### src/hdl/c2s_pkg.sv
package c2s_pkg;

	// angle accumulator width, Q.24 radians
	localparam int AW = 28;
	localparam int HALF_PI_Q24 = 26353589;
	localparam logic [30:0] GAIN_Q30 = 31'd1768195363;
	localparam int PI_Q13 = 25736;

	// round(atan(2^-i) * 2^24)
	function automatic logic signed [AW-1:0] atan_q24(input int i);
		logic signed [AW-1:0] r;
		case (i)
			0: r = 28'sd13176795;
			1: r = 28'sd7778716;
			2: r = 28'sd4110060;
			3: r = 28'sd2086331;
			4: r = 28'sd1047214;
			5: r = 28'sd524117;
			6: r = 28'sd262123;
			7: r = 28'sd131069;
			8: r = 28'sd65536;
			9: r = 28'sd32768;
			10: r = 28'sd16384;
			11: r = 28'sd8192;
			12: r = 28'sd4096;
			13: r = 28'sd2048;
			14: r = 28'sd1024;
			15: r = 28'sd512;
			16: r = 28'sd256;
			17: r = 28'sd128;
			18: r = 28'sd64;
			19: r = 28'sd32;
			20: r = 28'sd16;
			21: r = 28'sd8;
			22: r = 28'sd4;
			23: r = 28'sd2;
			24: r = 28'sd1;
			default: r = '0;
		endcase
		return r;
	endfunction

endpackage

### src/hdl/c2s_prerot.sv
module c2s_prerot #(
	parameter int VW = 44
) (
	input  logic                        clk,
	input  logic                        en,
	input  logic signed [VW-1:0]        x_in,
	input  logic signed [VW-1:0]        y_in,
	output logic signed [VW-1:0]        x_q,
	output logic signed [VW-1:0]        y_q,
	output logic signed [c2s_pkg::AW-1:0] a_q
);

	localparam logic signed [c2s_pkg::AW-1:0] HP = c2s_pkg::AW'(c2s_pkg::HALF_PI_Q24);

	// fold the left half plane onto the right by a quarter turn
	always_ff @(posedge clk) begin
		if (en) begin
			if (x_in[VW-1] && !y_in[VW-1]) begin
				x_q <= y_in;
				y_q <= -x_in;
				a_q <= HP;
			end else if (x_in[VW-1]) begin
				x_q <= -y_in;
				y_q <= x_in;
				a_q <= -HP;
			end else begin
				x_q <= x_in;
				y_q <= y_in;
				a_q <= '0;
			end
		end
	end

endmodule

### config.mk
export PLATFORM = sky130hd
export DESIGN_NAME = c2s_prerot
export DESIGN_NICKNAME = d
export VERILOG_FILES = /design/src/hdl/c2s_pkg.sv /design/src/hdl/c2s_prerot.sv
export SDC_FILE = /design/constraint.sdc
export NUM_CORES = 1
export LEC_CHECK = 0
export BUFFER_PORTS_ARGS = -buffer_cell sky130_fd_sc_hd__clkbuf_2
export CAP_MARGIN = 20
export CORE_ASPECT_RATIO = 0.6
export CORE_MARGIN = 3
export CORE_UTILIZATION = 40
export DETAILED_ROUTE_END_ITERATION = 12
export HOLD_SLACK_MARGIN = 0.08
export PLACE_DENSITY = 0.64
export SYNTH_ARGS = -nofsm -noshare
export SYNTH_HDL_FRONTEND = slang
export SYNTH_SLANG_ARGS = --single-unit
### constraint.sdc
create_clock -name clk -period 6.4 [get_ports clk]
set_input_delay 1.28 -clock clk [delete_from_list [all_inputs] [get_ports clk]]
set_output_delay 1.28 -clock clk [all_outputs]
set_load 0.02 [all_outputs]
# Word level (Yosys, flattened, before mapping)
# Index checks and enable logic that the tools add are counted.
[classes]
bitwise_logic = 0
mux = 5
eq_ne = 0
n_div = 0
n_addsub = 2
multipliers = 0
shift = 0
reduce_logical = 2
order_cmp = 0
[ops]
columns = ["op", "count"]
rows = [
  ["44-bit two-way mux", 4],
  ["44-bit negation", 2],
  ["28-bit two-way mux", 1],
  ["1-bit logical AND", 1],
  ["1-bit zero test", 1],
]
[word_totals]
n_memories = 0
mem_bits_ro = 0
out_inout_bits = 116
ramBits = 0
ff_bits = 116
latch_bits = 0

# Depth between registers and ports, before layout
[depth]
depth_word = 3
mapped_depth = 9
ltp_nobuf = 7

# Worst setup path after synthesis
# No wires, ideal clock.
[synth_timing]
kind = "input to register"
from = "input y_in[0]"
to = "register x_q[20], data pin"
cell_stages = 9
slack_ns = 3.038
t_required_ns = 6.130
arrival_time_ns = 3.092
n_path_buf = 2
cell_sequence = "inv_1 -> ha_1 -> or3b_2 -> or3b_1 -> buf_6 -> buf_6 -> o31ai_1 -> xor2_1 -> a21oi_1"
[synth_between]
elab_chain_len = 3
[synth_rtl]
columns = ["item", "line_no", "source"]
rows = [
  ["from (decl)", "c2s_prerot.sv:7", "input logic signed [VW-1:0] y_in,"],
  ["44-bit negation", "c2s_prerot.sv:23", "x_q <= -y_in;"],
  ["44-bit two-way mux", "c2s_prerot.sv:22", "end else if (x_in[VW-1]) begin"],
  ["44-bit two-way mux", "c2s_prerot.sv:18", "if (x_in[VW-1] && !y_in[VW-1]) begin"],
  ["to (signal assigned)", "c2s_prerot.sv:19", "x_q <= y_in;"],
  ["to (signal assigned)", "c2s_prerot.sv:23", ""],
  ["to (signal assigned)", "c2s_prerot.sv:27", "x_q <= x_in;"],
  ["to (decl)", "c2s_prerot.sv:8", "output logic signed [VW-1:0] x_q,"],
]
# Every way passes these cells.
# A chain may end at the register's enable or synchronous reset.

# Final worst setup path
[layout_timing]
from = "input y_in[0]"
to = "register x_q[42], data pin"
# Same word-level chain as after synthesis.

==> impl_metrics.ini <==
[synthesis]
ys_warn_count = 0
synth_top_area_cell = edfxtp_1
synthTopCellsByArea = edfxtp_1 46%, a21oi_1 7.5%, nor2_1 6.3%, xor2_1 6.0%, xnor2_1 4.8%
ys_ff_latch = 91
synth_cells = 623
async_flop_share = 0
yosysSeqAreaShare = 0.457
synth.top_cell.area_share = 0.457
synth_ff_type = edfxtp_1
synth_edf_count = 91
synth_area_um2 = 5970
synth_cell_types = 49
syn_nets = 715
avgSynthCellArea_um2 = 9.59

[grt]
grt_max_degree = 99
gr-total-overflow = 0
grt_pass1_wl_mm = 26.6
antenna_found_initial = 0
first_global_vias = 4762
grtUsageTotal = 0.207

[floorplanning]
die_h_um = 101
start_util = 0.423
fp-row-count = 33
die_x_um = 164
core_um2 = 14100
die-area_um2 = 16500
boundaryPins = 206

[cts]
cts_tree = done
post-cts-setup-buffers = 0
cts_root_buf = clkbuf_16
cts_htree_levels = 3
cts_hold_buf = 0
clock_sinks = 91
clk_pin_slew_ns = 0.07
cts_buffers = 9
cts_buffer_depth = 2
ctsResizeCount = 0

[sta]
tightest_slew_ns = 0.935
maxSlewHeadroom = 0.377
rsz0062_at_grt = false
setup_viol = 0
finalSetupTns_ns = 0
max_freq_mhz = 262
drv_slew = 0
post-route-min-period_ns = 3.81
finalCritPeriodShare = 0.595
hold_viol = 0

[critical_path]
critPathLaunchType = primary input
cp-end-kind = register
critPathSlowestCell = or3b_1
slowest_delay_ns = 0.77
crit_chain = clkbuf_2 > inv_1 > ha_1 > or3b_2 > or3b_1 > o41ai_1 > xor2_1 > a21oi_1
critPathKind = in -> reg
critPathMaxFanout = 17
worstPathArrival_ns = 3.87
cp.required_ns = 6.46

[placed_design]
placed_area_um2 = 6900
dp_hpwl_mm = 13.0
gp_congestion = 0.890
numPortBuffers = 205

[power]
p_int_mw = 1.12
seqPwrFrac = 0.457
leakagePower_nw = 2.87
power_mw = 1.65
p_sw_frac = 0.317
combinationalPowerShare = 0.238
p_sw_mw = 0.522
irDropWorstVdd_mv = 0.121
power.share.clock = 0.305
power_density_nw_per_um2 = 229

[route]
ant_nets = 0
post_drt_wl_per_cell_um = 18.3
drt_iter0_drc = 443
dr.pass1.iters = 5
wl_mm = 17.8
drcViolationCount = 0
vias_per_cell = 5.54
vias = 5389

[worst_hold_path]
min-delay-start = x_in[0]
worstHoldEndpoint = y_q[0]
holdCritPathClass = in -> reg
hold_path_depth = 3

[final_layout]
fin_area_um2 = 7180
nets = 868
layout-drive-gt1-share = 0.315
num_antenna_cells = 0
fill_cells = 1336
syn_to_final_growth_pct = 20.2

[flow_run]
drv.max_cap_violation_count = 0

[outcome]
outcome = complete, no violations
## worst max-delay path: cells and delay by family
kind	cells	cell delay [ns]
AO/OA/AOI/OAI	2	0.72
XOR/XNOR	1	0.19
adder cells (fa/ha/maj)	1	0.19
buffers and inverters	2	0.20
AND/OR/NAND/NOR	2	1.27
## cells by family after synthesis
group           count (synthesis)  synth area share
compound gates                160             0.174
xor+xnor                       74             0.109
fa+ha+maj                       2           0.00419
buf+inv                        83            0.0735
flops                          91             0.457
mux                             4           0.00670
simple gates                  209             0.176
## area by class of cell
type / instances / area [um^2] / share of cell area
Timing Repair Buffer: 211 / 1080 / 0.151
Tap cell: 192 / 240 / 0.0335
Inverter: 14 / 52.6 / 0.00732
Multi-Input combinational cell: 449 / 2800 / 0.390
Clock buffer: 9 / 225 / 0.0314
Clock inverter: 7 / 43.8 / 0.00610
Sequential cell: 91 / 2730 / 0.381
## routing by layer
layer	vias up	GRT usage	part of all wire
met1	2533	0.317	0.47
met4	0	0.0409	0.0055
met3	9	0.0493	0.096
met5	-	0	0
met2	268	0.296	0.43
li1	2579	-	-
## through the flow
step | util | setup slack, ns | hold WS [ns] | instances
after floorplan | - | 3.04 | 1.39 | 623
after CTS | 0.508 | 2.66 | 1.25 | 972
after global routing | 0.508 | 2.57 | 1.26 | 973
after global placement | 0.488 | 2.31 | 1.60 | 955
final | 0.508 | 2.59 | 1.25 | 973
after detailed placement | 0.489 | 2.31 | 1.60 | 956
## worst max-delay path by stage
| stage | start | to | slack [ns] | cells after the start |
|---|---|---|---|---|
| after floorplan | y_in[0] | x_q[20] | 3.04 | 9 |
| after global placement | y_in[10] | x_q[29] | 2.31 | 6 |
| after detailed placement | y_in[0] | x_q[42] | 2.31 | 8 |
| after CTS | y_in[0] | x_q[42] | 2.66 | 8 |
| after global routing | y_in[0] | x_q[42] | 2.57 | 8 |
| final | y_in[0] | x_q[42] | 2.59 | 8 |
## synth_stat cells, types with 3 or more instances
master / count
a21oi_1: 89
a31oi_1: 7
a41oi_1: 10
buf_1: 3
buf_2: 3
buf_4: 25
buf_6: 4
clkbuf_1: 34
edfxtp_1: 91
inv_1: 14
mux2i_1: 4
nand2_1: 14
nand2b_1: 6
nand3_1: 9
nand4_1: 4
nor2_1: 101
nor3_1: 22
nor4_1: 12
o211ai_1: 4
o21ai_0: 12
o31ai_1: 11
o41ai_1: 12
o41ai_2: 4
or2_2: 5
or3_1: 11
or4_1: 8
xnor2_1: 33
xor2_1: 41
## power groups by stage
| stage | Clock, mW | Combinational, mW | Sequential (mW) |
|---|---|---|---|
| after floorplan | 0 | 0.165 | 0.838 |
| after global placement | 0 | 0.385 | 0.762 |
| after detailed placement | 0 | 0.391 | 0.764 |
| after CTS | 0.514 | 0.392 | 0.752 |
| after global routing | 0.536 | 0.424 | 0.757 |
| final | 0.502 | 0.392 | 0.751 |
## registers in the layout, indices dropped and copies added (netlist names)
signal	flops
y_q	44
x_q	44
a_q	3
## cells in the final DEF, fill, tap and decap left out, types with 3 or more instances in the layout
cell	Yosys	routed
a21oi_1	89	89
a31oi_1	7	7
a41oi_1	10	10
buf_4	25	6
clkbuf_16	0	9
clkbuf_2	0	202
clkinv_2	0	3
edfxtp_1	91	91
inv_1	14	14
mux2i_1	4	4
nand2_1	14	14
nand2b_1	6	6
nand3_1	9	9
nand4_1	4	4
nor2_1	101	101
nor3_1	22	22
nor4_1	12	12
o211ai_1	4	4
o21ai_0	12	12
o31ai_1	11	11
o41ai_1	12	12
o41ai_2	4	4
or2_2	5	5
or3_1	11	11
or4_1	8	8
xnor2_1	33	33
xor2_1	41	41
Note: power is estimated with default switching activity, not from simulation.
