--- src/hdl/c2s_delay.sv ---
module c2s_delay #(
	parameter int W = 8,
	parameter int N = 2
) (
	input  logic         clk,
	input  logic         en,
	input  logic [W-1:0] d,
	output logic [W-1:0] q
);

	logic [W-1:0] r_q [N];

	// advance the delay line
	always_ff @(posedge clk) begin
		if (en) begin
			r_q[0] <= d;
			for (int i = 1; i < N; i++) r_q[i] <= r_q[i-1];
		end
	end

	assign q = r_q[N-1];

endmodule

--- config.mk ---
export PLATFORM = sky130hd
export DESIGN_NAME = c2s_delay
export DESIGN_NICKNAME = d
export VERILOG_FILES = /design/src/hdl/c2s_delay.sv
export SDC_FILE = /design/constraint.sdc
export NUM_CORES = 1
export LEC_CHECK = 0
export BUFFER_PORTS_ARGS = -buffer_cell sky130_fd_sc_hd__buf_2
export CORE_AREA = 2 2 39 41
export CTS_CLUSTER_SIZE = 20
export DETAILED_ROUTE_END_ITERATION = 8
export DIE_AREA = 0 0 41 43
export PLACE_DENSITY_LB_ADDON = 0.3
export SLEW_MARGIN = 20
export SYNTH_ARGS = -nofsm -noshare
export SYNTH_HDL_FRONTEND = slang
export SYNTH_SLANG_ARGS = --single-unit
export TNS_END_PERCENT = 30
--- constraint.sdc ---
create_clock -name clk -period 0.8 [get_ports clk]
set_input_delay 0.16 -clock clk [delete_from_list [all_inputs] [get_ports clk]]
set_output_delay 0.16 -clock clk [all_outputs]
set_load 0.05 [all_outputs]
Yosys cells after proc, flatten, opt, wreduce, memory -nomap -nowiden
Memory sizes are Yosys's and may differ from the RTL's.
Index checks and enable logic that the tools add are counted.
Storage, ports and cells
  flip-flop bits (word level): 0
  RAM bits: 16
  input port bits: 10
  word-level logic and storage cells: 3
  memories kept: 1
Memory list
  r_q: depth 2, width 8, rd ports 2, clocked after memory_dff 0, wr ports 2, line 11  | logic [W-1:0] r_q [N];
Operators by class
  multiplexer cells: 2
Operators with widths (count)
  two-way mux 1 bit: 2

Longest topological paths before layout
Gate-level depths: netlist (run 1).
  word-level depth: 2
  gate-level depth with buffers: 1

Worst setup path before layout (run 1)
OpenSTA, ideal clock, no wires.
  kind: reg2out
  start: memory r_q[1][0], in the netlist r_q[0][8]
  end: output port q[0]
  arrival time: 0.523 ns
  data required time: 0.640 ns
  setup slack: 0.117 ns
  stages on the path, launching flop included: 2
  buffers on the path: 1
  cells stage by stage: edfxtp_1 buf_4
RTL lines
  from (decl): line 11
  to (decl): line 8  | output logic [W-1:0] q

==> impl_results.md, run 1 <==
- Postcts setup bufs: 0
- Final setup fails: 8
- 1st-pass router iterations: 2
- Clk Latency, worst-skew pair: ~0.27 ns
- Post-Syn Nets: 34
- Leakage: roughly 0.26 nW
- Area of the multi-input gates: 0 um^2
- Largest net degree at the start of global routing: 17
- Final worst slack: -0.191 ns
- Layout Area Growth over Synthesis: 25.5%
- Initial antenna violation count: 0
- Placed Cells: 50
- Die footprint: about 1800 um^2
- RSZ-0062 raised after global routing: true
- Layout cells sized above 1: between 50 and 60%
- CTS root buf: clkbuf_4
- Startpoint types: flop
- Routed Wire Length: approximately 550 um
- Reg2reg path depth: 0
- Max-slew violations: 0
- Placer Congestion: 0.582
- Ordered cell list for the critical path: buf_6
- Final nets: between 40 and 50
- Clk_skew: 0.000587 ns
- CP Capture Type: output pin
- Worst path arrival time: approximately 0.83 ns
- Min Tclk post-route: roughly 0.99 ns
- Post-synth cell types: 2
- HP Start: d[2]
- Slew @ Worst Pin: about 0.11 ns
- WL per Instance: just over 10 um
- Post-route non-filler standard cell count: 53
- Slowest CP cell: edfxtp_1
- Maximum clock rate: about 1000 MHz
- Slew HR: 92.8%
- H-tree levels: 1
- Filler cells: between 100 and 150
- Largest regs: r_q: 16 flops
- I/O Pins: 18
- Largest register FFs: 16
- #FFs+latches synth: 16
- DIE WIDTH: 41 um
- Crit-path leading delay family: flip-flops
- Synthesized netlist cell count: 24
- Routed Antenna Nets: 0
- Critical path origin: r_q[0][9]
- Clock sinks: 16
- Failing checks: negative setup slack
- Yosys Warn Count: 0
- Clk pin slew, worst setup/hold paths: ~0.080 ns
- Rows: 14
- Netlist area before placement: 541 um^2
- Starting Density: 39.1%
- Total CTS buffers: 3
- WHS: around 0.064 ns
- Critical path type: flop to output pin
- Register area share after synthesis: between 80% and 90%
- Tot GR Track Use: 7.91%
- CTS Buffer Depth: 2
- Peak VDD IR: 0.867 mV
- # DRC: 0
- DR iter-0 viols: 2
- Avg Synthesized Cell Area: between 20 and 25 um^2
- Core area: approximately 1400 um^2
- DR vias/cell: around 4.0
- Worst path buffer plus inverter count: 1
- Biggest register: r_q
- Final Hold Viols: 0
- Critical path data required time: between 0.6 and 0.7 ns
- Number of global-route vias before repair: approximately 190
- Multi-input gates: 0
- Hold buffers post-CTS: 0
- R2r startpoint: r_q[0][5]
- Die H: 43 um
- PwrDens: around 2300 nW/um^2
- CTS tree: yes
- Worst R2R End: r_q[0][13]
- Crit share post-route: 124%
- # diodes: 0
- Worst Hold Depth: 1
- Detailed-route via count: 213
- Place WS: 0.0631 ns
- Worst R2R Setup Slack: between 0.15 and 0.2 ns
- HP Class: input pin to flop
- Worst Hold End: r_q[0][2]
- Global route total overflow: 0
- First-pass GRT wire length: roughly 800 um
- Crit path largest cell delay: about 0.4 ns
- Max_cap viols: 0
- Worst-path fanout max: 1
- Status: finished with violations
- Buffers on Ports: 17
-- cell usage after synthesis --
| cell | instances | area [um^2] |
|---|---|---|
| buf_4 | 8 | 60.1 |
| edfxtp_1 | 16 | 480 |
-- logic make-up after synthesis --
| family | Yosys count | synth area share (%) |
|---|---|---|
| flops | 16 | 88.9 |
| buf+inv | 8 | 11.1 |
-- per-stage QoR --
step | utilization, % | setup TNS (ns) | area (um^2) | total power [mW]
after floorplan | - | 0 | 541 | 1.16
after global placement | 43.8 | 0 | 606 | 1.19
after detailed placement | 43.8 | 0 | 606 | 1.19
after CTS | 49.0 | -1.55 | 678 | 1.61
after global routing | 49.0 | -1.71 | 678 | 1.66
final | 49.0 | -1.39 | 678 | 1.58
-- layer usage --
metal  vias up  part of all wire (%)  global-route usage [%]  routed length [um]
met5         -                     0                       0                   0
met4         0                     0                    10.0                   0
met3         0                   7.5                    3.14                  41
met2        10                    56                    9.69                 309
met1        95                    36                    8.70                 200
li1        108                     -                       -                   -
-- cells in the final DEF, fill, tap and decap left out --
cell and n:
clkbuf_4 3, buf_2 9, buf_12 1, buf_6 8
edfxtp_1 16
-- power by group --
group / total (mW) / switching [mW] / internal, mW / leakage, nW
clock network: 0.372 / 0.198 / 0.174 / 0.0138
registers: 1.01 / 0.0194 / 0.993 / 0.157
logic: 0.197 / 0.123 / 0.0741 / 0.0932
-- worst max-delay path by stage --
| stage | depth (start not counted) | end |
|---|---|---|
| after floorplan | 1 | q[0] |
| after global placement | 1 | q[2] |
| after detailed placement | 1 | q[1] |
| after CTS | 1 | q[1] |
| after global routing | 1 | q[1] |
| final | 1 | q[1] |
-- timing repair --
| action | in CTS | in global routing |
|---|---|---|
| cloned | 0 | 0 |
| gates resized for setup | 16 | 0 |
| endpoints found under the setup margin | 8 | 8 |
-- final cells by class --
type | instances | area [um^2] | share of cell area (%)
sequential | 16 | 480 | 70.8
tap | 16 | 20.0 | 2.95
timing repair buffer | 18 | 155 | 22.9
clock buffer | 3 | 22.5 | 3.32
(Power assumes the default switching activity.)
==> inputs of run 2 (changes only) <==
Settings changed: ABC_AREA set to 1, CORE_AREA 2 2 39 41 to 3 3 40 42, DIE_AREA 0 0 41 43 to 0 0 43 45.
==> impl_results.md, run 2 (synthesis results as in run 1) <==
- Status: finished with violations
- Failing checks: negative setup slack
- Number of global-route vias before repair: 213 (+10%)
- Total CTS buffers: 3 (unchanged)
- Largest net degree at the start of global routing: 17 (unchanged)
- Routed Wire Length: 541 um (-1.6%)
- Final nets: 49 (unchanged)
- Starting Density: 42.1% (+3.0 points)
- CTS Buffer Depth: 2 (unchanged)
- Detailed-route via count: 209 (-1.9%)
- Critical path data required time: 0.64 ns (about the same)
- Slew HR: 92.8% (about the same)
- Max_cap viols: 0 (unchanged)
- RSZ-0062 raised after global routing: true
- Post-layout util: 53.0% (+4.0 points)
- DR vias/cell: 3.94 (-1.9%)
- Max-slew violations: 0 (unchanged)
- Crit path largest cell delay: 0.39 ns (about the same)
- H-tree levels: 1 (unchanged)
- Crit-path leading delay family: flip-flops
- WHS: 0.0597 ns (-0.00433 ns)
- CTS root buf: clkbuf_4
- Global route total overflow: 0 (unchanged)
- Worst path buffer plus inverter count: 1 (unchanged)
- Levels on crit path: 1 (unchanged)
- Slowest CP cell: edfxtp_1
- Clk_skew: 0.000462 ns (-0.000125 ns)
- Die H: 45 um (+4.7%)
- Crit share post-route: 123% (-1.0 points)
- Largest regs: r_q: 16 flops
- Postcts setup bufs: 0 (unchanged)
- Buffers on Ports: 17 (unchanged)
- Startpoint types: flop
- Die footprint: 1940 um^2 (+9.8%)
- Filler cells: 108 (-6.1%)
- First-pass GRT wire length: 876 um (+9.5%)
- Biggest register: r_q
- Layout Area Growth over Synthesis: 25.9%
- HP Class: input pin to flop
- Layout cells sized above 1: 55.3% (-1.5 points)
- Initial antenna violation count: 0 (unchanged)
- Leakage: 0.265 nW (+0.59%)
- Worst-path fanout max: 1 (unchanged)
- Min Tclk post-route: 0.983 ns (-0.00797 ns)
- Area of the multi-input gates: 0 um^2 (unchanged)
- Worst path arrival time: 0.82 ns (about the same)
- 1st-pass router iterations: 1 (-1)
- I/O Pins: 18 (unchanged)
- # DRC: 0 (unchanged)
- Most frequent cells in the layout: 16 x edfxtp_1, 9 x buf_2, 8 x buf_6
- CTS tree: yes
- # diodes: 0 (unchanged)
- Rows: 13 (-1)
- Total power: 1.60 mW (+1.2%)
- Core area: 1280 um^2 (-7.1%)
- Routed Antenna Nets: 0 (unchanged)
- Reg2reg path depth: 0 (unchanged)
- FF/Latch Area: 480 um^2 (unchanged)
- Clk pin slew, worst setup/hold paths: 0.08 ns (about the same)
- Most common cell after layout, fill and taps aside: edfxtp_1
- Clk Latency, worst-skew pair: 0.27 ns (about the same)
- Final worst slack: -0.183 ns (+0.00797 ns)
- Final Hold Viols: 0 (unchanged)
- PwrDens: 2350 nW/um^2 (+0.82%)
- Slew @ Worst Pin: 0.108 ns (-0.000111 ns)
- Maximum clock rate: 1020 MHz (+0.81%)
- CP Capture Type: output pin
- Final setup fails: 8 (unchanged)
- WL per Instance: 10.2 um (-1.6%)
- DIE WIDTH: 43 um (+4.9%)
- Ordered cell list for the critical path: buf_6
- Critical path type: flop to output pin
- Clock sinks: 16 (unchanged)
- Tot GR Track Use: 6.52% (-1.4 points)
- Placer Congestion: 0.551 (-5.3%)
- DR iter-0 viols: 0 (-2)
- Peak VDD IR: 0.944 mV (+8.8%)
- Largest register FFs: 16 (unchanged)
- Multi-input gates: 0 (unchanged)
- Worst Hold Depth: 1 (unchanged)
==> run 2: changes by cell type in the layout (fill, tap and decap cells not counted) <==
cell | previous run | this run
clkinv_1 | 0 | 1
==> run 2: routing by layer <==
layer / GRT usage (%) / part of all wire (%) / routed length [um] / up-vias
met5: 0 / 0 / 0 / -
met4: 5.42 / 0.92 / 5 / 0
met3: 2.39 / 11 / 60 / 2
met2: 10.5 / 51 / 278 / 11
met1: 6.86 / 36 / 196 / 88
li1: - / - / - / 108
==> run 2: final timing paths <==
path / from / end / slack, ns
worst max-delay path: r_q[0][13] / q[5] / -0.18
worst max register to register: r_q[0][3] / r_q[0][11] / 0.19
worst min register to register: r_q[0][4] / r_q[0][12] / 0.42
worst min-delay path: d[1] / r_q[0][1] / 0.06
==> run 2: stage by stage <==
stage / area, um^2 / setup TNS (ns) / instances / setup slack (ns)
floorplan: 541 / 0 / 24 / 0.117
global route: 681 / -1.75 / 53 / -0.239
CTS: 681 / -1.50 / 53 / -0.196
global placement: 604 / 0 / 49 / 0.0935
detailed placement: 604 / 0 / 49 / 0.0778
finish: 681 / -1.42 / 53 / -0.183
==> run 2: cell type report <==
type,instances,share of cell area (%)
clock buffer,3,3.31
tap,15,2.76
clock inverter,1,0.551
sequential,16,70.6
timing repair buffer,18,22.8
==> run 2: what timing repair did <==
item                       in CTS  in global routing
gates resized for setup        16                  0
setup endpoints to repair       8                  8
hold buffers                    0                  0
==> run 2: power by group <==
part	internal (mW)	switching [mW]
logic	0.0741	0.123
clock network	0.180	0.213
registers	0.993	0.0174
