[src/hdl/c2s_sqrt_cell.sv]
module c2s_sqrt_cell #(
	parameter int NW = 32,
	parameter int IDX = 0
) (
	input  logic          clk,
	input  logic          en,
	input  logic [NW-1:0] n_in,
	input  logic [NW-1:0] r_in,
	output logic [NW-1:0] n_q,
	output logic [NW-1:0] r_q
);

	localparam logic [NW-1:0] BIT = {{(NW-1){1'b0}}, 1'b1} << (NW - 2 - 2 * IDX);

	logic [NW-1:0] trial;

	assign trial = r_in + BIT;

	// settle one root bit
	always_ff @(posedge clk) begin
		if (en) begin
			if (n_in >= trial) begin
				n_q <= n_in - trial;
				r_q <= (r_in >> 1) + BIT;
			end else begin
				n_q <= n_in;
				r_q <= r_in >> 1;
			end
		end
	end

endmodule

[config.mk]
export PLATFORM = sky130hd
export DESIGN_NAME = c2s_sqrt_cell
export DESIGN_NICKNAME = d
export VERILOG_FILES = /design/src/hdl/c2s_sqrt_cell.sv
export SDC_FILE = /design/constraint.sdc
export NUM_CORES = 1
export LEC_CHECK = 0
export BUFFER_PORTS_ARGS = -buffer_cell sky130_fd_sc_hd__buf_2
export CORE_MARGIN = 2
export CORE_UTILIZATION = 58
export CTS_BUF_LIST = sky130_fd_sc_hd__clkbuf_8
export CTS_CLUSTER_DIAMETER = 150
export DETAILED_ROUTE_END_ITERATION = 16
export PLACE_DENSITY = 0.95
export SYNTH_ARGS = -nofsm -noshare
export SYNTH_HDL_FRONTEND = slang
export SYNTH_SLANG_ARGS = --single-unit
[constraint.sdc]
create_clock -name clk -period 6.1 [get_ports clk]
set_clock_uncertainty 0.2 [all_clocks]
set_input_delay 1.22 -clock clk [delete_from_list [all_inputs] [get_ports clk]]
set_output_delay 1.22 -clock clk [all_outputs]
set_load 0.1 [all_outputs]
* Yosys cells after proc, flatten, opt, wreduce, memory -nomap -nowiden *
Index checks and enable logic that the tools add are counted.

storage, ports and cells
  bits in writable memories = 0
  word-level logic and storage cells = 9
  input port bits = 66
  register bits after elaboration = 64
  bits in latches = 0
  memory bits (read-only) = 0
  memories kept = 0

operators by class
  equal/unequal tests = 0
  shift-type cells = 0
  add/sub/neg operators = 3
  reduce and logical (&&, ||, !) cells = 0
  muxes and demuxes = 2
  magnitude comparators = 1
  multiply operators = 0
  divide/modulo/power cells = 0
  bitwise gates (word level) = 0

operators with widths
  operator                                         count
  adder 31 x 31 -> 32 bit (second input constant)  1
  adder 32 x 31 -> 32 bit (second input constant)  1
  greater-or-equal comparator 32 bit               1
  2-to-1 mux 32 bit                                1
  subtractor 32 bit                                1
  2-to-1 mux 31 bit                                1

* Logic depth before layout (Yosys ltp) *
Gate-level depths: netlist of the first run.

  depth in word-level cells = 3
  gate-level depth with buffers = 13
  depth with buffers taken out = 11

* Worst setup path before layout of the first run *
Ideal clock, no wire load.

  path type = input -> register
  from = input n_in[0]
  to = register n_q[29] (data pin)
  stages = 11
  slack = 2.359 ns
  path buffers = 0
  data required time = 5.765 ns
  arrival time = 3.407 ns
  cells stage by stage = inv_1 -> ha_1 -> fa_1 -> nor2b_1 -> o31a_1 -> o221ai_1 -> a21boi_2 -> o211ai_4 -> and2_4 -> or4_1 -> nand3_1

on the way
  cells in the longest elaborated chain, start to end = 2
  elaborated cells on any way between the ends = 3
  those cells by class = add/sub: 1; order compare: 1; mux: 1

ends and longest elaborated chain
  what                                                                            line    text
  from (decl)                                                                     7       input logic [NW-1:0] n_in,
  subtractor 32 bit / greater-or-equal comparator 32 bit (equally long branches)  23, 22
  2-to-1 mux 32 bit (*)                                                           22      if (n_in >= trial) begin
  to (signal assigned)                                                            23      n_q <= n_in - trial;
  to (signal assigned)                                                            26      n_q <= n_in;
  to (decl)                                                                       9       output logic [NW-1:0] n_q,

Every way passes the cells marked *; elsewhere a longest branch is shown, timed or not.
A chain may end at the register's enable or synchronous reset.

* Worst setup path after layout of the first run *
  from = input n_in[0]
  to = register n_q[24] (data pin)

The elaborated chain is that of the path after synthesis.

==> results of run 1 <==
-- layout by cell type (no fill, tap or decap), types with 14 or more instances in the layout --
cell,n
sky130_fd_sc_hd__a21oi_1,40
sky130_fd_sc_hd__buf_2,129
sky130_fd_sc_hd__nor2_1,43
sky130_fd_sc_hd__a21o_1,14
sky130_fd_sc_hd__ha_1,32
sky130_fd_sc_hd__edfxtp_1,64
sky130_fd_sc_hd__nand2_1,39
sky130_fd_sc_hd__xnor2_1,14
sky130_fd_sc_hd__o21ai_0,14
sky130_fd_sc_hd__inv_1,42
-- registers in the layout, indices dropped and copies added (netlist names) --
| name | cells |
|---|---|
| n_q | 32 |
| r_q | 32 |
-- final cells by class --
class	instances	area, sq um
clock buffers	9	124
multi-input cells	323	2170
well taps	99	124
flip-flops and latches	64	1920
clock inverters	7	63.8
fillers	549	2030
repair buffers	131	661
inverters	41	154
-- worst max-delay path, delay by kind of cell --
| kind | cells | cell delay [ns] |
|---|---|---|
| compound gates | 5 | 1.05 |
| fa+ha+maj | 2 | 0.64 |
| buf+inv | 3 | 0.50 |
| simple gates | 3 | 0.99 |
-- power by group through the flow --
| stage | registers (mW) | logic [mW] | clock network, mW |
|---|---|---|---|
| floorplan | 0.946 | 0.235 | 0 |
| global placement | 0.572 | 0.720 | 0 |
| detailed placement | 0.572 | 0.733 | 0 |
| CTS | 0.563 | 0.737 | 0.366 |
| global route | 0.567 | 0.781 | 0.386 |
| finish | 0.563 | 0.741 | 0.364 |
-- worst paths after layout --
kind	from	to
worst max-delay path	n_in[0]	n_q[24]
worst min-delay path	r_in[20]	r_q[19]
-- cells by family (layout without fill, tap and decap cells) --
family / Yosys count / after routing / share of synthesized area [%]
flip-flops: 64 / 64 / 44.2
adder cells (fa/ha/maj): 33 / 33 / 9.66
buffers and inverters: 55 / 188 / 5.92
AND/OR/NAND/NOR: 135 / 135 / 14.9
XOR/XNOR: 23 / 23 / 4.63
AO/OA/AOI/OAI: 131 / 131 / 20.5
multiplexers: 1 / 1 / 0.259
-- metal layers --
layer / vias up / routed length [um]
li1: 1881 / -
met1: 1846 / 4460
met2: 206 / 5290
met3: 42 / 798
met4: 0 / 311
met5: - / 0
-- stage by stage --
step           cells  util (%)  hold WS, ns  power, mW
3_3_place_gp     658      69.4         1.21       1.29
4_1_cts          674      72.0        0.847       1.67
5_1_grt          674      72.0        0.846       1.73
3_5_place_dp     658      69.4         1.21       1.31
2_1_floorplan    442         -         1.12       1.18
6_report         674      72.0        0.850       1.67
==> flow_results.xml, run 1 <==
<?xml version="1.0" encoding="UTF-8"?>
<metrics>
  <group name="timing">
    <metric name="worstMarginPinSlew" unit="ns">0.947</metric>
    <metric name="final.setup.tns" unit="ns">0</metric>
    <metric name="max_freq" unit="GHz">0.227</metric>
    <metric name="finalCritPeriodShare" unit="%">72.4</metric>
    <metric name="finalMaxSlewViolations" unit="">0</metric>
    <metric name="slew_headroom" unit="%">36.7</metric>
    <metric name="post-route-min-period" unit="ns">4.41</metric>
    <metric name="worst_slack" unit="ns">1.69</metric>
    <metric name="finalHoldViolCount" unit="">0</metric>
    <metric name="grt_setup_unrepaired" unit="">no</metric>
    <metric name="final-setup-viol-count" unit="">0</metric>
  </group>
  <group name="floorplan">
    <metric name="fp.dieArea" unit="sq um">8210</metric>
    <metric name="pin_count" unit="">130</metric>
    <metric name="core_area" unit="sq um">7250</metric>
    <metric name="initial_utilization" unit="%">60.0</metric>
    <metric name="floorplan.die.height" unit="um">90.6</metric>
    <metric name="die_width" unit="um">90.6</metric>
    <metric name="rows" unit="">31</metric>
  </group>
  <group name="finish">
    <metric name="drive_above_1_share" unit="%">28.0</metric>
    <metric name="finalNetCount" unit="">669</metric>
    <metric name="flow.area_growth_from_synthesis" unit="%">19.9</metric>
    <metric name="antenna_cells" unit="">0</metric>
    <metric name="layout.cell_area.non_filler" unit="sq um">5220</metric>
  </group>
  <group name="global_route">
    <metric name="grt_pass1_wl" unit="um">17600</metric>
    <metric name="grt.busiest_layer" unit="">met2</metric>
    <metric name="globalRouteOverflowTotal" unit="">0</metric>
    <metric name="grt_pass1_vias" unit="">3814</metric>
    <metric name="groute.layer.met1.usage" unit="%">33.2</metric>
    <metric name="grt_start_max_net_pins" unit="">65</metric>
    <metric name="grtUsageTotal" unit="%">26.7</metric>
    <metric name="global_route.usage.met2" unit="%">45.1</metric>
    <metric name="grt_util_met3" unit="%">5.76</metric>
    <metric name="antenna_violations_before_repair" unit="">0</metric>
  </group>
  <group name="worst_setup_path">
    <metric name="timing.critical_path.arrival" unit="ns">4.40</metric>
    <metric name="critical_path_class" unit="">input pin to register</metric>
    <metric name="worstSetupEndpointType" unit="">register</metric>
    <metric name="critical_path_required" unit="ns">6.09</metric>
    <metric name="critical_path_peak_fanout" unit="">29</metric>
    <metric name="worst_path_max_delay_cell" unit="">sky130_fd_sc_hd__nand2_1</metric>
    <metric name="start_kind" unit="">input pin</metric>
    <metric name="critical-path-max-stage-delay" unit="ns">0.73</metric>
    <metric name="crit_chain" unit="">buf_2, inv_1, ha_1, fa_1, nor2b_1, o31a_1, o221ai_1, a21boi_2, o211ai_4, nand2_1, buf_4, nor2_1, a311oi_1</metric>
  </group>
  <group name="drt">
    <metric name="drc_errors" unit="">0</metric>
    <metric name="detail_route.iter0.violations" unit="">324</metric>
    <metric name="via_per_inst" unit="">5.90</metric>
    <metric name="detail_route.wl_per_cell" unit="um">16.1</metric>
    <metric name="drt_wl_total" unit="um">10900</metric>
    <metric name="detailedRoute.firstPassIterationCount" unit="">5</metric>
    <metric name="route.vias.total" unit="">3975</metric>
    <metric name="drtAntennaViolNets" unit="">0</metric>
  </group>
  <group name="yosys">
    <metric name="synthesis.nets" unit="">541</metric>
    <metric name="ys_types" unit="">58</metric>
    <metric name="syn-mean-instance-area" unit="sq um">9.85</metric>
    <metric name="synth.area.top_cells" unit="">sky130_fd_sc_hd__edfxtp_1 (44%), sky130_fd_sc_hd__ha_1 (9.2%), sky130_fd_sc_hd__a21oi_1 (4.6%)</metric>
    <metric name="synth_cells" unit="">442</metric>
    <metric name="yosysMostFrequentCell" unit="">sky130_fd_sc_hd__edfxtp_1</metric>
    <metric name="synth_top_cell_by_area" unit="">sky130_fd_sc_hd__edfxtp_1</metric>
    <metric name="synthesis.area" unit="sq um">4350</metric>
    <metric name="netlist_top_cells_count" unit="">sky130_fd_sc_hd__edfxtp_1 (64), sky130_fd_sc_hd__nor2_1 (43), sky130_fd_sc_hd__inv_1 (41)</metric>
    <metric name="async_reset_ff_share" unit="%">0</metric>
    <metric name="synth.yosys.seq_area_share" unit="%">44.2</metric>
    <metric name="synthesis.yosys.warnings" unit="">0</metric>
    <metric name="synth_top_flop_cell" unit="">sky130_fd_sc_hd__edfxtp_1</metric>
    <metric name="synth_enable_flop_cells" unit="">64</metric>
    <metric name="synth_largest_type_area_fraction" unit="%">44.2</metric>
    <metric name="ys_seq_elements" unit="">64</metric>
  </group>
  <group name="clock_tree">
    <metric name="clk_path_buf_depth" unit="">2</metric>
    <metric name="clock_tree.htree_level_count" unit="">3</metric>
    <metric name="post_cts.repair.setup_buffers" unit="">0</metric>
    <metric name="root_buffer" unit="">sky130_fd_sc_hd__clkbuf_8</metric>
    <metric name="post_cts_resized" unit="">0</metric>
    <metric name="cts.reportedPaths.clkPinSlew" unit="ns">0.08</metric>
    <metric name="tritoncts" unit="">yes</metric>
    <metric name="number_of_clock_buffers_inserted_by_tritoncts" unit="">9</metric>
    <metric name="cts.sink_count" unit="">64</metric>
    <metric name="ctsHoldBuffers" unit="">0</metric>
  </group>
  <group name="hold_path">
    <metric name="min_path_type" unit="">input pin to register</metric>
    <metric name="timing.hold.worst_path_depth" unit="">1</metric>
  </group>
  <group name="placed_design">
    <metric name="hpwlAfterDp" unit="um">7980</metric>
    <metric name="gp_congestion" unit="">0.949</metric>
    <metric name="pre_cts_slack" unit="ns">1.35</metric>
    <metric name="place_area" unit="sq um">5030</metric>
    <metric name="placement.io_buffers" unit="">129</metric>
  </group>
  <group name="power">
    <metric name="worst_ir_drop_on_vdd" unit="uV">159</metric>
    <metric name="share_seq_of_total_power" unit="%">33.8</metric>
    <metric name="power_frac_clock" unit="%">21.8</metric>
    <metric name="total_leakage_power" unit="nW">2.41</metric>
    <metric name="power_switching" unit="mW">0.773</metric>
    <metric name="power.density_cell_area" unit="nW/um^2">319</metric>
    <metric name="share_comb_of_total_power" unit="%">44.4</metric>
    <metric name="netSwitchingFraction" unit="%">46.3</metric>
    <metric name="power_report.internal_total" unit="mW">0.895</metric>
  </group>
  <group name="outcome">
    <metric name="result_of_the_run" unit="">complete, no violations</metric>
  </group>
  <group name="flow_run">
    <metric name="max-cap-violations" unit="">0</metric>
  </group>
</metrics>
Note: power is estimated with default switching activity, not from simulation.
==> run 2: changes to the inputs <==
--- a/config.mk
+++ b/config.mk
@@ -7,7 +7,7 @@
 export LEC_CHECK = 0
 export BUFFER_PORTS_ARGS = -buffer_cell sky130_fd_sc_hd__buf_2
 export CORE_MARGIN = 2
-export CORE_UTILIZATION = 58
+export CORE_UTILIZATION = 54
 export CTS_BUF_LIST = sky130_fd_sc_hd__clkbuf_8
 export CTS_CLUSTER_DIAMETER = 150
 export DETAILED_ROUTE_END_ITERATION = 16
==> constraint.sdc (replaced) <==
create_clock -name clk -period 4.1 [get_ports clk]
set_clock_uncertainty 0.2 [all_clocks]
set_input_delay 0.82 -clock clk [delete_from_list [all_inputs] [get_ports clk]]
set_output_delay 0.82 -clock clk [all_outputs]
set_load 0.1 [all_outputs]
==> run 2 against run 1 <==
Against the previous run: first-iteration DRC count decreased by 15%; clock-buffer cell count did not move; largest power group unchanged; power is 53% higher; sequential cell count did not move; worst setup slack lost 1.0 ns; final cell count grew 1.0%; design area increased by 1.5%; die area up 7.1%; highest routed layer unchanged; sequential power rose by 49%.
==> flow_results.xml, run 2 (synthesized netlist as in run 1, its figures left out) <==
<?xml version="1.0" encoding="UTF-8"?>
<metrics>
  <group name="outcome">
    <metric name="result_of_the_run" unit="">complete, no violations</metric>
  </group>
  <group name="finish">
    <metric name="layout_top_registers" unit="">n_q x32, r_q x32</metric>
    <metric name="flow.area_growth_from_synthesis" unit="%">21.8</metric>
    <metric name="sequential_standard_cell_area" unit="sq um">1920</metric>
    <metric name="fillCellCount" unit="">627</metric>
    <metric name="finalNetCount" unit="">673</metric>
    <metric name="antenna_cells" unit="">0</metric>
    <metric name="multiInputGateArea" unit="sq um">2170</metric>
    <metric name="final_common_cell" unit="">sky130_fd_sc_hd__buf_2</metric>
    <metric name="commonest_cells_after_routing_fill_and_taps_aside" unit="">sky130_fd_sc_hd__buf_2 (129), sky130_fd_sc_hd__edfxtp_1 (64), sky130_fd_sc_hd__nor2_1 (43)</metric>
    <metric name="drive_above_1_share" unit="%">28.5</metric>
  </group>
  <group name="worst_setup_path">
    <metric name="timing.critical_path.arrival" unit="ns">3.43</metric>
    <metric name="start_kind" unit="">input pin</metric>
    <metric name="critical-path-max-stage-delay" unit="ns">0.40</metric>
    <metric name="crit_chain" unit="">buf_2, inv_1, ha_1, fa_1, nor2b_1, o31a_1, o221ai_1, a21boi_2, o21ai_1, a31oi_1, mux2_2, a311oi_1</metric>
    <metric name="worst_path_dominant_cell_family" unit="">compound AO/OA/AOI/OAI gates</metric>
    <metric name="worst_path_max_delay_cell" unit="">sky130_fd_sc_hd__fa_1</metric>
    <metric name="critical_path_buf_inv_count" unit="">2</metric>
    <metric name="critical_path_peak_fanout" unit="">4</metric>
    <metric name="worstSetupEndpointType" unit="">register</metric>
    <metric name="critical_path_class" unit="">input pin to register</metric>
    <metric name="critical_path_required" unit="ns">4.07</metric>
  </group>
  <group name="timing">
    <metric name="final.setup.tns" unit="ns">0</metric>
    <metric name="worstMarginPinSlew" unit="ns">0.798</metric>
    <metric name="finalHoldViolCount" unit="">0</metric>
    <metric name="post-route-min-period" unit="ns">3.45</metric>
    <metric name="finalMaxSlewViolations" unit="">0</metric>
    <metric name="grt_setup_unrepaired" unit="">no</metric>
    <metric name="final-setup-viol-count" unit="">0</metric>
    <metric name="max_freq" unit="GHz">0.290</metric>
    <metric name="slew_headroom" unit="%">46.8</metric>
    <metric name="finalCritPeriodShare" unit="%">84.2</metric>
  </group>
  <group name="drt">
    <metric name="detail_route.wl_per_cell" unit="um">16.1</metric>
    <metric name="drc_errors" unit="">0</metric>
    <metric name="detail_route.iter0.violations" unit="">277</metric>
    <metric name="met1_length" unit="um">4830</metric>
    <metric name="met3_wirelength" unit="um">726</metric>
    <metric name="drtAntennaViolNets" unit="">0</metric>
    <metric name="detailedRoute.firstPassIterationCount" unit="">5</metric>
    <metric name="via_per_inst" unit="">5.73</metric>
    <metric name="met2_wirelength" unit="um">5190</metric>
    <metric name="route.vias.total" unit="">3899</metric>
    <metric name="drt_wl_total" unit="um">11000</metric>
    <metric name="highest_metal_layer_used_by_the_detailed_router" unit="">met4</metric>
  </group>
  <group name="floorplan">
    <metric name="floorplan.die.height" unit="um">93.8</metric>
    <metric name="rows" unit="">32</metric>
    <metric name="pin_count" unit="">130</metric>
    <metric name="core_area" unit="sq um">7770</metric>
    <metric name="initial_utilization" unit="%">56.0</metric>
    <metric name="die_width" unit="um">93.8</metric>
    <metric name="fp.dieArea" unit="sq um">8790</metric>
  </group>
  <group name="clock_tree">
    <metric name="clk_path_buf_depth" unit="">2</metric>
    <metric name="number_of_clock_buffers_inserted_by_tritoncts" unit="">9</metric>
    <metric name="cts.sink_count" unit="">64</metric>
    <metric name="clock_tree.htree_level_count" unit="">3</metric>
    <metric name="tritoncts" unit="">yes</metric>
    <metric name="post_cts.repair.setup_buffers" unit="">0</metric>
    <metric name="root_buffer" unit="">sky130_fd_sc_hd__clkbuf_8</metric>
    <metric name="ctsHoldBuffers" unit="">0</metric>
    <metric name="cts.reportedPaths.clkPinSlew" unit="ns">0.08</metric>
    <metric name="post_cts_resized" unit="">0</metric>
  </group>
  <group name="power">
    <metric name="power.density_cell_area" unit="nW/um^2">482</metric>
    <metric name="power_frac_clock" unit="%">23.7</metric>
    <metric name="share_seq_of_total_power" unit="%">32.7</metric>
    <metric name="total_leakage_power" unit="nW">2.44</metric>
    <metric name="share_comb_of_total_power" unit="%">43.6</metric>
    <metric name="power_report.internal_total" unit="mW">1.41</metric>
    <metric name="worst_ir_drop_on_vdd" unit="uV">206</metric>
    <metric name="p_total" unit="mW">2.56</metric>
    <metric name="netSwitchingFraction" unit="%">45.0</metric>
    <metric name="power_switching" unit="mW">1.15</metric>
  </group>
  <group name="placed_design">
    <metric name="gp_congestion" unit="">0.909</metric>
    <metric name="placement.io_buffers" unit="">129</metric>
    <metric name="hpwlAfterDp" unit="um">8310</metric>
  </group>
  <group name="global_route">
    <metric name="antenna_violations_before_repair" unit="">0</metric>
    <metric name="globalRouteOverflowTotal" unit="">0</metric>
    <metric name="grt_pass1_wl" unit="um">17500</metric>
    <metric name="grt_pass1_vias" unit="">3751</metric>
    <metric name="grt_start_max_net_pins" unit="">65</metric>
    <metric name="grtUsageTotal" unit="%">25.7</metric>
  </group>
  <group name="hold_path">
    <metric name="min_path_type" unit="">input pin to register</metric>
  </group>
  <group name="flow_run">
    <metric name="max-cap-violations" unit="">0</metric>
  </group>
</metrics>
## run 2: final timing paths
kind | depth (start not counted) | slack, ns | to | from
worst max-delay path | 12 | 0.65 | n_q[24] | n_in[0]
worst min-delay path | 1 | 0.45 | r_q[20] | r_in[21]
## run 2: final cells by class
class	count	area share [%]
Multi-Input combinational cell	323	41.0
Sequential cell	64	36.3
Timing Repair Buffer	135	13.3
Inverter	41	2.90
Tap cell	102	2.41
Clock buffer	9	2.34
Clock inverter	7	1.82
## run 2: per-stage QoR
step	hold WS (ns)	instances	worst slack, ns	util, %	area, sq um
floorplan	0.719	442	0.759	-	4350
detailed placement	0.814	665	0.332	65.4	5080
CTS	0.440	681	0.702	68.2	5300
global route	0.441	681	0.498	68.2	5300
finish	0.454	681	0.647	68.2	5300
global placement	0.812	665	0.431	65.4	5080
## run 2: layer usage
layer | vias up | track usage (%)
met2 | 162 | 41.9
met5 | - | 0
li1 | 1880 | -
met1 | 1833 | 33.8
met3 | 24 | 5.38
met4 | 0 | 9.18
## run 2: power by group through the flow
stage          logic, mW  registers (mW)  clock network [mW]
2_1_floorplan      0.350            1.41                   0
3_3_place_gp        1.09           0.848                   0
3_5_place_dp        1.11           0.851                   0
4_1_cts             1.11           0.838               0.615
5_1_grt             1.18           0.844               0.639
6_report            1.11           0.837               0.606
==> run 3: changes to the inputs <==
--- a/config.mk
+++ b/config.mk
@@ -7,11 +7,11 @@
 export LEC_CHECK = 0
 export BUFFER_PORTS_ARGS = -buffer_cell sky130_fd_sc_hd__buf_2
 export CORE_MARGIN = 2
-export CORE_UTILIZATION = 54
+export CORE_UTILIZATION = 49
 export CTS_BUF_LIST = sky130_fd_sc_hd__clkbuf_8
 export CTS_CLUSTER_DIAMETER = 150
 export DETAILED_ROUTE_END_ITERATION = 16
-export PLACE_DENSITY = 0.95
+export PLACE_DENSITY = 0.91
 export SYNTH_ARGS = -nofsm -noshare
 export SYNTH_HDL_FRONTEND = slang
 export SYNTH_SLANG_ARGS = --single-unit
==> constraint.sdc (replaced) <==
create_clock -name clk -period 2.8 [get_ports clk]
set_clock_uncertainty 0.2 [all_clocks]
set_input_delay 0.56 -clock clk [delete_from_list [all_inputs] [get_ports clk]]
set_output_delay 0.56 -clock clk [all_outputs]
set_load 0.1 [all_outputs]
==> run 3 against run 2 <==
Against the previous run: the run now ends with setup timing left; via count rose by 20%; utilization rose by 8.8 points; sequential share of layout area fell by 7.5 points; design area rose by 26%; final cell count rose by 18%; critical path type unchanged.
==> flow_results.xml, run 3 (synthesized netlist as in run 1, its figures left out) <==
<?xml version="1.0" encoding="UTF-8"?>
<metrics>
  <group name="flow_run">
    <metric name="max-cap-violations" unit="">0</metric>
  </group>
  <group name="global_route">
    <metric name="globalRouteOverflowTotal" unit="">0</metric>
    <metric name="antenna_violations_before_repair" unit="">0</metric>
    <metric name="grt_pass1_vias" unit="">4485</metric>
    <metric name="grt_start_max_net_pins" unit="">65</metric>
    <metric name="grt_pass1_wl" unit="um">21400</metric>
    <metric name="grtUsageTotal" unit="%">27.6</metric>
  </group>
  <group name="finish">
    <metric name="layout.cell_area.non_filler" unit="sq um">6680</metric>
    <metric name="final_common_cell" unit="">sky130_fd_sc_hd__buf_2</metric>
    <metric name="finalNetCount" unit="">790</metric>
    <metric name="drive_above_1_share" unit="%">48.3</metric>
    <metric name="antenna_cells" unit="">0</metric>
    <metric name="commonest_cells_after_routing_fill_and_taps_aside" unit="">sky130_fd_sc_hd__buf_2 (119), sky130_fd_sc_hd__buf_4 (109), sky130_fd_sc_hd__edfxtp_1 (64)</metric>
    <metric name="layout_top_registers" unit="">n_q x32, r_q x32</metric>
    <metric name="fillCellCount" unit="">539</metric>
    <metric name="flow.area_growth_from_synthesis" unit="%">53.5</metric>
  </group>
  <group name="worst_setup_path">
    <metric name="critical_path_peak_fanout" unit="">2</metric>
    <metric name="critical_path_class" unit="">input pin to register</metric>
    <metric name="worstSetupEndpointType" unit="">register</metric>
    <metric name="timing.critical_path.arrival" unit="ns">2.91</metric>
    <metric name="critical_path_required" unit="ns">2.77</metric>
    <metric name="start_kind" unit="">input pin</metric>
  </group>
  <group name="timing">
    <metric name="post-route-min-period" unit="ns">2.94</metric>
    <metric name="finalHoldViolCount" unit="">0</metric>
    <metric name="final.setup.tns" unit="ns">-0.244</metric>
    <metric name="max_freq" unit="GHz">0.340</metric>
    <metric name="worst_hold_slack_after_final_layout" unit="ns">0.170</metric>
    <metric name="finalCritPeriodShare" unit="%">105</metric>
    <metric name="grt_setup_unrepaired" unit="">yes</metric>
    <metric name="worstMarginPinSlew" unit="ns">0.514</metric>
    <metric name="slew_headroom" unit="%">66.0</metric>
    <metric name="finalMaxSlewViolations" unit="">0</metric>
    <metric name="worst_slack" unit="ns">-0.137</metric>
    <metric name="final-setup-viol-count" unit="">5</metric>
  </group>
  <group name="outcome">
    <metric name="failing_checks" unit="">setup timing</metric>
    <metric name="result_of_the_run" unit="">finished with violations</metric>
  </group>
  <group name="power">
    <metric name="power.density_cell_area" unit="nW/um^2">606</metric>
    <metric name="total_leakage_power" unit="nW">3.09</metric>
    <metric name="worst_ir_drop_on_vdd" unit="uV">389</metric>
    <metric name="p_total" unit="mW">4.05</metric>
  </group>
  <group name="placed_design">
    <metric name="gp_congestion" unit="">0.908</metric>
    <metric name="placement.io_buffers" unit="">129</metric>
    <metric name="place_area" unit="sq um">6020</metric>
    <metric name="hpwlAfterDp" unit="um">9700</metric>
  </group>
  <group name="drt">
    <metric name="detail_route.iter0.violations" unit="">377</metric>
    <metric name="drt_wl_total" unit="um">14700</metric>
    <metric name="via_per_inst" unit="">5.83</metric>
    <metric name="detailedRoute.firstPassIterationCount" unit="">4</metric>
    <metric name="drc_errors" unit="">0</metric>
    <metric name="drtAntennaViolNets" unit="">0</metric>
    <metric name="detail_route.wl_per_cell" unit="um">18.3</metric>
    <metric name="route.vias.total" unit="">4685</metric>
  </group>
  <group name="clock_tree">
    <metric name="root_buffer" unit="">sky130_fd_sc_hd__clkbuf_8</metric>
    <metric name="ctsHoldBuffers" unit="">0</metric>
    <metric name="cts.reportedPaths.clkPinSlew" unit="ns">0.07</metric>
    <metric name="clock_tree.htree_level_count" unit="">3</metric>
    <metric name="tritoncts" unit="">yes</metric>
    <metric name="number_of_clock_buffers_inserted_by_tritoncts" unit="">9</metric>
    <metric name="cts.sink_count" unit="">64</metric>
    <metric name="clk_path_buf_depth" unit="">2</metric>
  </group>
  <group name="floorplan">
    <metric name="rows" unit="">34</metric>
    <metric name="core_area" unit="sq um">8680</metric>
    <metric name="initial_utilization" unit="%">50.2</metric>
    <metric name="die_width" unit="um">98.3</metric>
    <metric name="fp.dieArea" unit="sq um">9650</metric>
    <metric name="floorplan.die.height" unit="um">98.3</metric>
    <metric name="pin_count" unit="">130</metric>
  </group>
  <group name="hold_path">
    <metric name="min_path_type" unit="">input pin to register</metric>
  </group>
</metrics>
[run 3: critical path, cell delays in order]
cell	delay, ns
sky130_fd_sc_hd__buf_8	0.08
sky130_fd_sc_hd__inv_6	0.03
sky130_fd_sc_hd__ha_4	0.15
sky130_fd_sc_hd__fa_2	0.37
sky130_fd_sc_hd__nor2b_2	0.17
sky130_fd_sc_hd__o31a_1	0.22
sky130_fd_sc_hd__o221ai_2	0.13
sky130_fd_sc_hd__a21boi_2	0.23
sky130_fd_sc_hd__buf_4	0.16
sky130_fd_sc_hd__o21ai_2	0.05
sky130_fd_sc_hd__a31oi_1	0.18
sky130_fd_sc_hd__mux2_2	0.35
sky130_fd_sc_hd__a311oi_1	0.24
[run 3: final timing paths]
check               start  endpoint  slack, ns  cells after the start
setup / recovery  n_in[0]   n_q[24]      -0.14                     13
hold / removal    r_in[7]    r_q[6]       0.17                      1
[run 3: through the flow]
stage	utilization (%)	setup WS, ns	cells
2_1_floorplan	-	-0.206	442
3_3_place_gp	69.4	-0.407	768
3_5_place_dp	69.4	-0.492	768
4_1_cts	73.6	-0.00274	789
5_1_grt	77.0	-0.210	803
6_report	77.0	-0.137	803
[run 3: repair_timing]
| item | in CTS | in global routing |
|---|---|---|
| endpoints found under the setup margin | 29 | 27 |
| pin swaps | 22 | 29 |
| cloned | 0 | 2 |
| buffers inserted | 6 | 12 |
| resized for setup | 32 | 34 |
[run 3: final cells by class]
type	instances	area (sq um)	share of cell area [%]
multi-input cells	323	2510	37.6
clock buffers	9	124	1.85
inverters	41	176	2.64
repair buffers	252	1760	26.4
flip-flops and latches	64	1920	28.8
well taps	108	135	2.02
clock inverters	6	52.6	0.786
[run 3: report_power, final]
part | leakage, nW | switching [mW] | internal, mW
Combinational | 2.36 | 1.42 | 0.629
Sequential | 0.627 | 0.0329 | 1.20
Clock | 0.0975 | 0.374 | 0.395
Total | 3.09 | 1.83 | 2.22
[run 3: routing by layer]
metal | GRT usage (%) | share of wire [%]
met5 | 0 | 0
met4 | 12.9 | 4.5
met3 | 4.80 | 6.9
met2 | 46.6 | 49
met1 | 34.6 | 39
